**config.mk**
```make
export PLATFORM = sky130hd
export DESIGN_NAME = pprc_controller
export DESIGN_NICKNAME = d
export VERILOG_FILES = /design/src/rtl/core/pprc_pkg.sv /design/src/rtl/core/pprc_controller.sv
export SDC_FILE = /design/constraint.sdc
export NUM_CORES = 1
export LEC_CHECK = 0
export BUFFER_PORTS_ARGS = -buffer_cell sky130_fd_sc_hd__buf_4
export CAP_MARGIN = 20
export CORE_AREA = 2 2 39 41
export CTS_CLUSTER_SIZE = 14
export DETAILED_ROUTE_END_ITERATION = 8
export DIE_AREA = 0 0 41 43
export GPL_ROUTABILITY_DRIVEN = 0
export SYNTH_ARGS = -nofsm -noshare
export SYNTH_HDL_FRONTEND = slang
export SYNTH_SLANG_ARGS = --single-unit
```
**constraint.sdc**
```tcl
create_clock -name clock -period 1.7 [get_ports clock]
set_input_delay 0.17 -clock clock [delete_from_list [all_inputs] [get_ports clock]]
set_output_delay 0.17 -clock clock [all_outputs]
set_load 0.03 [all_outputs]
```
**src/rtl/core/pprc_pkg.sv**
```systemverilog
// ----------------------------------------------------------------------------
// Prefix port rule classifier package
// Shared constants, codes, the stored rule layout and helper functions.
// ----------------------------------------------------------------------------
package pprc_pkg;

   // Table geometry.
   localparam int RULE_DEPTH = 64;
   localparam int IDX_W      = (RULE_DEPTH > 1) ? $clog2(RULE_DEPTH) : 1;
   localparam int CNT_W      = $clog2(RULE_DEPTH + 1);

   // Request kinds.
   localparam logic KIND_INSERT   = 1'b0;
   localparam logic KIND_CLASSIFY = 1'b1;

   // Response status codes.
   localparam logic [1:0] STATUS_STORED  = 2'd0;
   localparam logic [1:0] STATUS_FULL    = 2'd1;
   localparam logic [1:0] STATUS_MATCHED = 2'd2;
   localparam logic [1:0] STATUS_DEFAULT = 2'd3;

   // Longest legal prefix.
   localparam logic [5:0] MAX_PREFIX = 6'd32;

   // One stored rule as it sits in the rule memory.
   typedef struct packed {
      logic [31:0] prefix;
      logic [5:0]  length;
      logic [1:0]  protocol;
      logic [15:0] port_low;
      logic [15:0] port_high;
      logic        action;
   } rule_entry_type;

   localparam int RULE_W = $bits(rule_entry_type);

   // Commands from the controller to the datapath.
   typedef struct packed {
      logic insert;
      logic classify;
      logic read;
      logic finish;
   } pprc_cmd_type;

   // Status from the datapath to the controller.
   typedef struct packed {
      logic count_zero;
      logic scan_last;
   } pprc_stat_type;

   // Address mask for a prefix length; lengths of 32 and above keep every bit.
   function automatic logic [31:0] length_mask(input logic [5:0] len);
      logic [31:0] mask;
      if (len == 6'd0) begin
         mask = 32'h0;
      end else if (len >= MAX_PREFIX) begin
         mask = 32'hffff_ffff;
      end else begin
         mask = ~(32'hffff_ffff >> len);
      end
      return mask;
   endfunction

   // Low six bits of a table index for the response slot field.
   function automatic logic [5:0] slot_field(input logic [IDX_W-1:0] idx);
      logic [IDX_W+5:0] wide;
      wide = {6'b0, idx};
      return wide[5:0];
   endfunction

endpackage

```
**src/rtl/core/pprc_controller.sv**
```systemverilog
// ----------------------------------------------------------------------------
// Prefix port rule classifier controller
// Accepts requests and sequences the rule scan of a classify request.
// ----------------------------------------------------------------------------
module pprc_controller (
   input  logic                    clock,
   input  logic                    reset,
   input  logic                    start,
   input  logic                    req_kind,
   output logic                    busy,
   output pprc_pkg::pprc_cmd_type  cmd,
   input  pprc_pkg::pprc_stat_type stat
);

   localparam logic [1:0] ST_IDLE  = 2'd0;
   localparam logic [1:0] ST_SCAN  = 2'd1;
   localparam logic [1:0] ST_DRAIN = 2'd2;

   logic [1:0] state_ff, state_in;
   logic       accept;

   assign busy   = (state_ff != ST_IDLE);
   assign accept = start && !busy;

   // Next state and datapath commands.
   always_comb begin
      state_in     = state_ff;
      cmd.insert   = 1'b0;
      cmd.classify = 1'b0;
      cmd.read     = 1'b0;
      cmd.finish   = 1'b0;
      case (state_ff)
         ST_IDLE: begin
            if (accept && (req_kind == pprc_pkg::KIND_INSERT)) begin
               cmd.insert = 1'b1;
            end else if (accept) begin
               cmd.classify = 1'b1;
               if (!stat.count_zero) begin
                  state_in = ST_SCAN;
               end
            end
         end
         ST_SCAN: begin
            cmd.read = 1'b1;
            if (stat.scan_last) begin
               state_in = ST_DRAIN;
            end
         end
         ST_DRAIN: begin
            cmd.finish = 1'b1;
            state_in   = ST_IDLE;
         end
         default: begin
            state_in = ST_IDLE;
         end
      endcase
   end

   // State register.
   always_ff @(posedge clock) begin
      if (reset) begin
         state_ff <= ST_IDLE;
      end else begin
         state_ff <= state_in;
      end
   end

   // The drain state always returns to idle in the next cycle.
   a_drain_once: assert property (@(posedge clock) disable iff (reset)
      (state_ff == ST_DRAIN) |=> (state_ff == ST_IDLE))
      else $error("drain state did not return to idle");

   // A scan starts only with rules in the table.
   a_scan_entry: assert property (@(posedge clock) disable iff (reset)
      cmd.classify && stat.count_zero |=> (state_ff == ST_IDLE))
      else $error("scan started on an empty table");

   // Commands are mutually exclusive.
   a_cmd_onehot: assert property (@(posedge clock) disable iff (reset)
      $onehot0({cmd.insert, cmd.classify, cmd.read, cmd.finish}))
      else $error("more than one datapath command at once");

endmodule

```
* Word level (Yosys, flattened, before mapping) *
Index checks and enable logic that the tools add are counted.

operators by class
  mux-type cells = 11
  bitwise operators = 1
  reductions and logical operators = 6
  equal/unequal tests = 6

operator list
  cell                  count
  $mux W2               5
  $ne A2 B2 Y1 const B  4
  $mux W1               5
  $pmux W2 S2           1
  $reduce_and A4 Y1     1
  $eq A2 B1 Y1 const B  1
  $eq A2 B2 Y1 const B  1
  $logic_and A1 B1 Y1   2
  $logic_not A2 Y1      1
  $reduce_bool A2 Y1    1
  $logic_not A1 Y1      1
  $not A1 Y1            1

storage, ports and cells
  output and inout port bits = 5
  logic and storage cells = 25
  input bits = 6
  bits in registers = 2

* Logic depth before layout (Yosys ltp) *
  depth after elaboration = 6
  gate-level depth with buffers = 2
  gate-level depth less buffers = 2

* Least setup slack after synthesis *
OpenSTA, ideal clock, no wires.

  path type = reg2out
  start point = reg state_ff[1]
  end point = out cmd[3] in the netlist's numbering
  cell stages (with the launch flop) = 3
  path buffers = 0
  data arrival time = 1074 ps
  required time = 1530 ps
  slack = 456 ps
  cells stage by stage = dfxtp_1 -> or2_4 -> nor3b_2

RTL lines
  element                   line                   source
  start: declaration        pprc_controller.sv:19  logic [1:0] state_ff, state_in;
  start signal: assignment  pprc_controller.sv:64  state_ff <= state_in;
  end: declaration          pprc_controller.sv:11  output pprc_pkg::pprc_cmd_type cmd,

==> results.md <==
- The CTS clock-pin slew for the worst setup and hold paths is 0.03 ns.
- The worst setup timing slack at the placement stage is 0.6082 ns.
- For this run, the number of Yosys warnings is 0.
- The worst hold path belongs to the class input port to flip-flop.
- The detailed placement HPWL is 266.9 um.
- The via count of the first global-routing pass came to 125.
- Across every metal layer, demand over resource in global routing totals 6.006%.
- The first global-routing pass estimated 565 um of wire.
- The number of I/O port buffers is 10.
- The die covers 1763 um^2.
- Setup violations remaining at the end of the flow were counted as 0.
- The startpoint type of the worst setup path is a flip-flop.
- In this run the worst path has a maximum fanout of 6.
- The arrival time at the worst endpoint is 1.15 ns.
- The highest metal layer with signal wires is met3.
- Summing every instance area after synthesis gives 125.1 um^2.
- Once routing completed, OpenROAD measured the worst setup slack at 0.3818 ns.
- The start-to-end type of the worst setup path is flip-flop to primary output.
- The first detailed-routing pass took 2 iterations.
- CTS placed an instance of clkbuf_4 at the clock tree root.
- The number of design-rule violations left by the first detailed-router iteration is 4.
- The critical path goes through or2_4, nor3b_2, buf_4.
- In this run, synthesis produced a sequential element count of 2.
- After layout, the worst path uses 77.54% of the clock period.
- The worst slew slack as a fraction of its limit is 87.73%.
- The final non-filler cell total is 41.
- The run finished with clean final reports.
- The number of maximum-capacitance violations is 0.
- The clock latency on the worst-skew pair is 0.23 ns.
- The number of nets with antenna violations after detailed routing is 0.
- Summed over all layers, the routed wires come to 348 um.
- After detailed routing, the number of vias per cell comes to 3.268.
- In the final layout, the share of cells above drive strength 1 is 72.00%.
- The slowest stage of the critical path belongs to the cell dfxtp_1.
- 11 I/O pins were placed.
- The sequential share of the synthesized area is 32.00%.
- The post-CTS setup repair buffer count is 0.
- The clock passes through at most 2 buffers.
- Overall power consumption after layout is estimated at 0.1943 mW.
- The sink count of the clock tree is 2.
- Dividing total power by cell area gives a power density of 800.7 nW/um^2.
- The post-layout minimum cycle time is 1.318 ns.
- The maximum operating frequency is 758.6 MHz.
- The number of antenna violations at the first check in global routing is 0.
- The number of library cell types mapped by synthesis is 10.
- The CTS tree is yes.
- The routed metal-1 wirelength is 167 um.
- In the synthesized netlist, the number of instances is 12.
- After detailed routing, the average wire length per cell comes to 8.488 um.
- The die is 43 um tall.
- The met3 wire length is 95 um.
- Global routing finished with a remaining overflow of 0.
- More flip-flops sit in one register than any other, and that register is state_ff.
- The worst ir drop on vdd is 408.3 uV.
- The number of nets in the finished design is 33.
- The post-route core utilization is 17.54%.
- Buffers inserted during clock tree synthesis total 3.
- Synthesis produced a netlist with a net count of 18.
- Averaged over all synthesized cells, the footprint is 10.43 um^2.
- The number of endpoints with negative hold slack in the final report is 0.
- The worst-margin pin slew is 0.1838 ns.
- Including well taps, the total number of placed cells is 38.
- The number of hold buffers added after CTS was 0.
- The routed design uses 84 um of met2 wire.
- The H-tree depth is 1.
- STA classifies the critical path endpoint as a primary output.
- The area growth from synthesis to layout is 94.00%.
- The number of antenna diodes in the final layout is 0.
- The data required time of the critical path is 1.53 ns.
- After floorplanning, the core was sized to cover 1384 um^2.
- The largest registers in the layout are state_ff x2.
- The starting utilization of the core area is 9.042%.
- The leakage power is 0.1104 nW.
- Setup repair after global routing left no endpoint under its margin.
- After detailed routing, the number of remaining DRC violations is 0.
- The routed layout has 134 vias.
- The register with the most flip-flops in the layout has 2 of them.
- The horizontal die dimension is 41 um.
- The pin count of the biggest net entering global routing is 8.
- The final-report max-slew violation count is 0.
- Across the routed clock network, the largest skew measured is 0.005963 ns.
- The quantity of gates resized following cts is 0.
- The largest single stage delay on the critical path is 0.34 ns.
- The floorplan has 14 rows.
- The setup TNS is 0 ns.
## cells in the mapped netlist (all sizes together)
library cell | count | area (um^2)
and2b | 2 | 17.52
dfxtp | 2 | 40.04
a211oi | 1 | 7.510
and4bb | 1 | 12.51
nand2 | 1 | 3.750
nand2b | 1 | 6.260
nand4bb | 1 | 11.26
nor3 | 1 | 5.000
nor3b | 1 | 12.51
or2 | 1 | 8.760
## per-stage QoR
| stage | hold WS (ns) | area [um^2] |
|---|---|---|
| 2_1_floorplan | 0.2428 | 125.1 |
| 4_1_cts | 0.1032 | 242.7 |
| 6_report | 0.1116 | 242.7 |
| 5_1_grt | 0.1150 | 242.7 |
| 3_5_place_dp | 0.3486 | 220.2 |
| 3_3_place_gp | 0.3521 | 220.2 |
## cell families after synthesis
family	Yosys count	share of synthesized area [%]
simple gates	9	62.00
compound gates	1	6.002
flops	2	32.00
## worst paths after layout
kind / startpoint / endpoint / slack (ns) / cells past startpoint
setup / recovery: state_ff[1]$_SDFFE_PP0P_ / cmd[3] / 0.38 / 3
hold / removal: reset / state_ff[0]$_SDFFE_PP0P_ / 0.11 / 2
setup reg to reg: state_ff[0]$_SDFFE_PP0P_ / state_ff[0]$_SDFFE_PP0P_ / 0.88 / 2
hold reg to reg: state_ff[0]$_SDFFE_PP0P_ / state_ff[1]$_SDFFE_PP0P_ / 0.51 / 2
## metal layers
metal | GRT usage (%) | vias to the layer above
met5 | 0 | -
met4 | 4.000 | 0
met3 | 9.424 | 0
met2 | 4.688 | 15
met1 | 6.688 | 46
li1 | - | 73
## power by group
| part | switching, mW | total [mW] | internal (mW) | leakage (nW) |
|---|---|---|---|---|
| Clock | 0.0274 | 0.105 | 0.0779 | 0.0138 |
| Sequential | 0.00173 | 0.0503 | 0.0486 | 0.0162 |
| Combinational | 0.0182 | 0.0388 | 0.0205 | 0.0803 |
| Total | 0.0474 | 0.194 | 0.147 | 0.110 |
## worst max-delay path, delay by kind of cell, from the launching register on
kind | cells | cell delay [ns]
buffers and inverters | 1 | 0.17
flip-flops | 1 | 0.34
AND/OR/NAND/NOR | 2 | 0.41
## layout make-up
cell class                 count  area [um^2]
clock buffer                   3        22.52
timing repair buffer          10        75.07
multi-input combinational     10        85.08
sequential                     2        40.04
fill                         151         1141
tap                           16        20.02
## placed cells by master, fill, tap and decap left out
cell type,n
nand2_1,1
nand2b_1,1
and2b_2,2
or2_4,1
nor3_1,1
buf_4,10
and4bb_2,1
clkbuf_4,3
dfxtp_1,2
nor3b_2,1
nand4bb_1,1
a211oi_1,1
No activity file was read; power rests on OpenSTA's default activity.
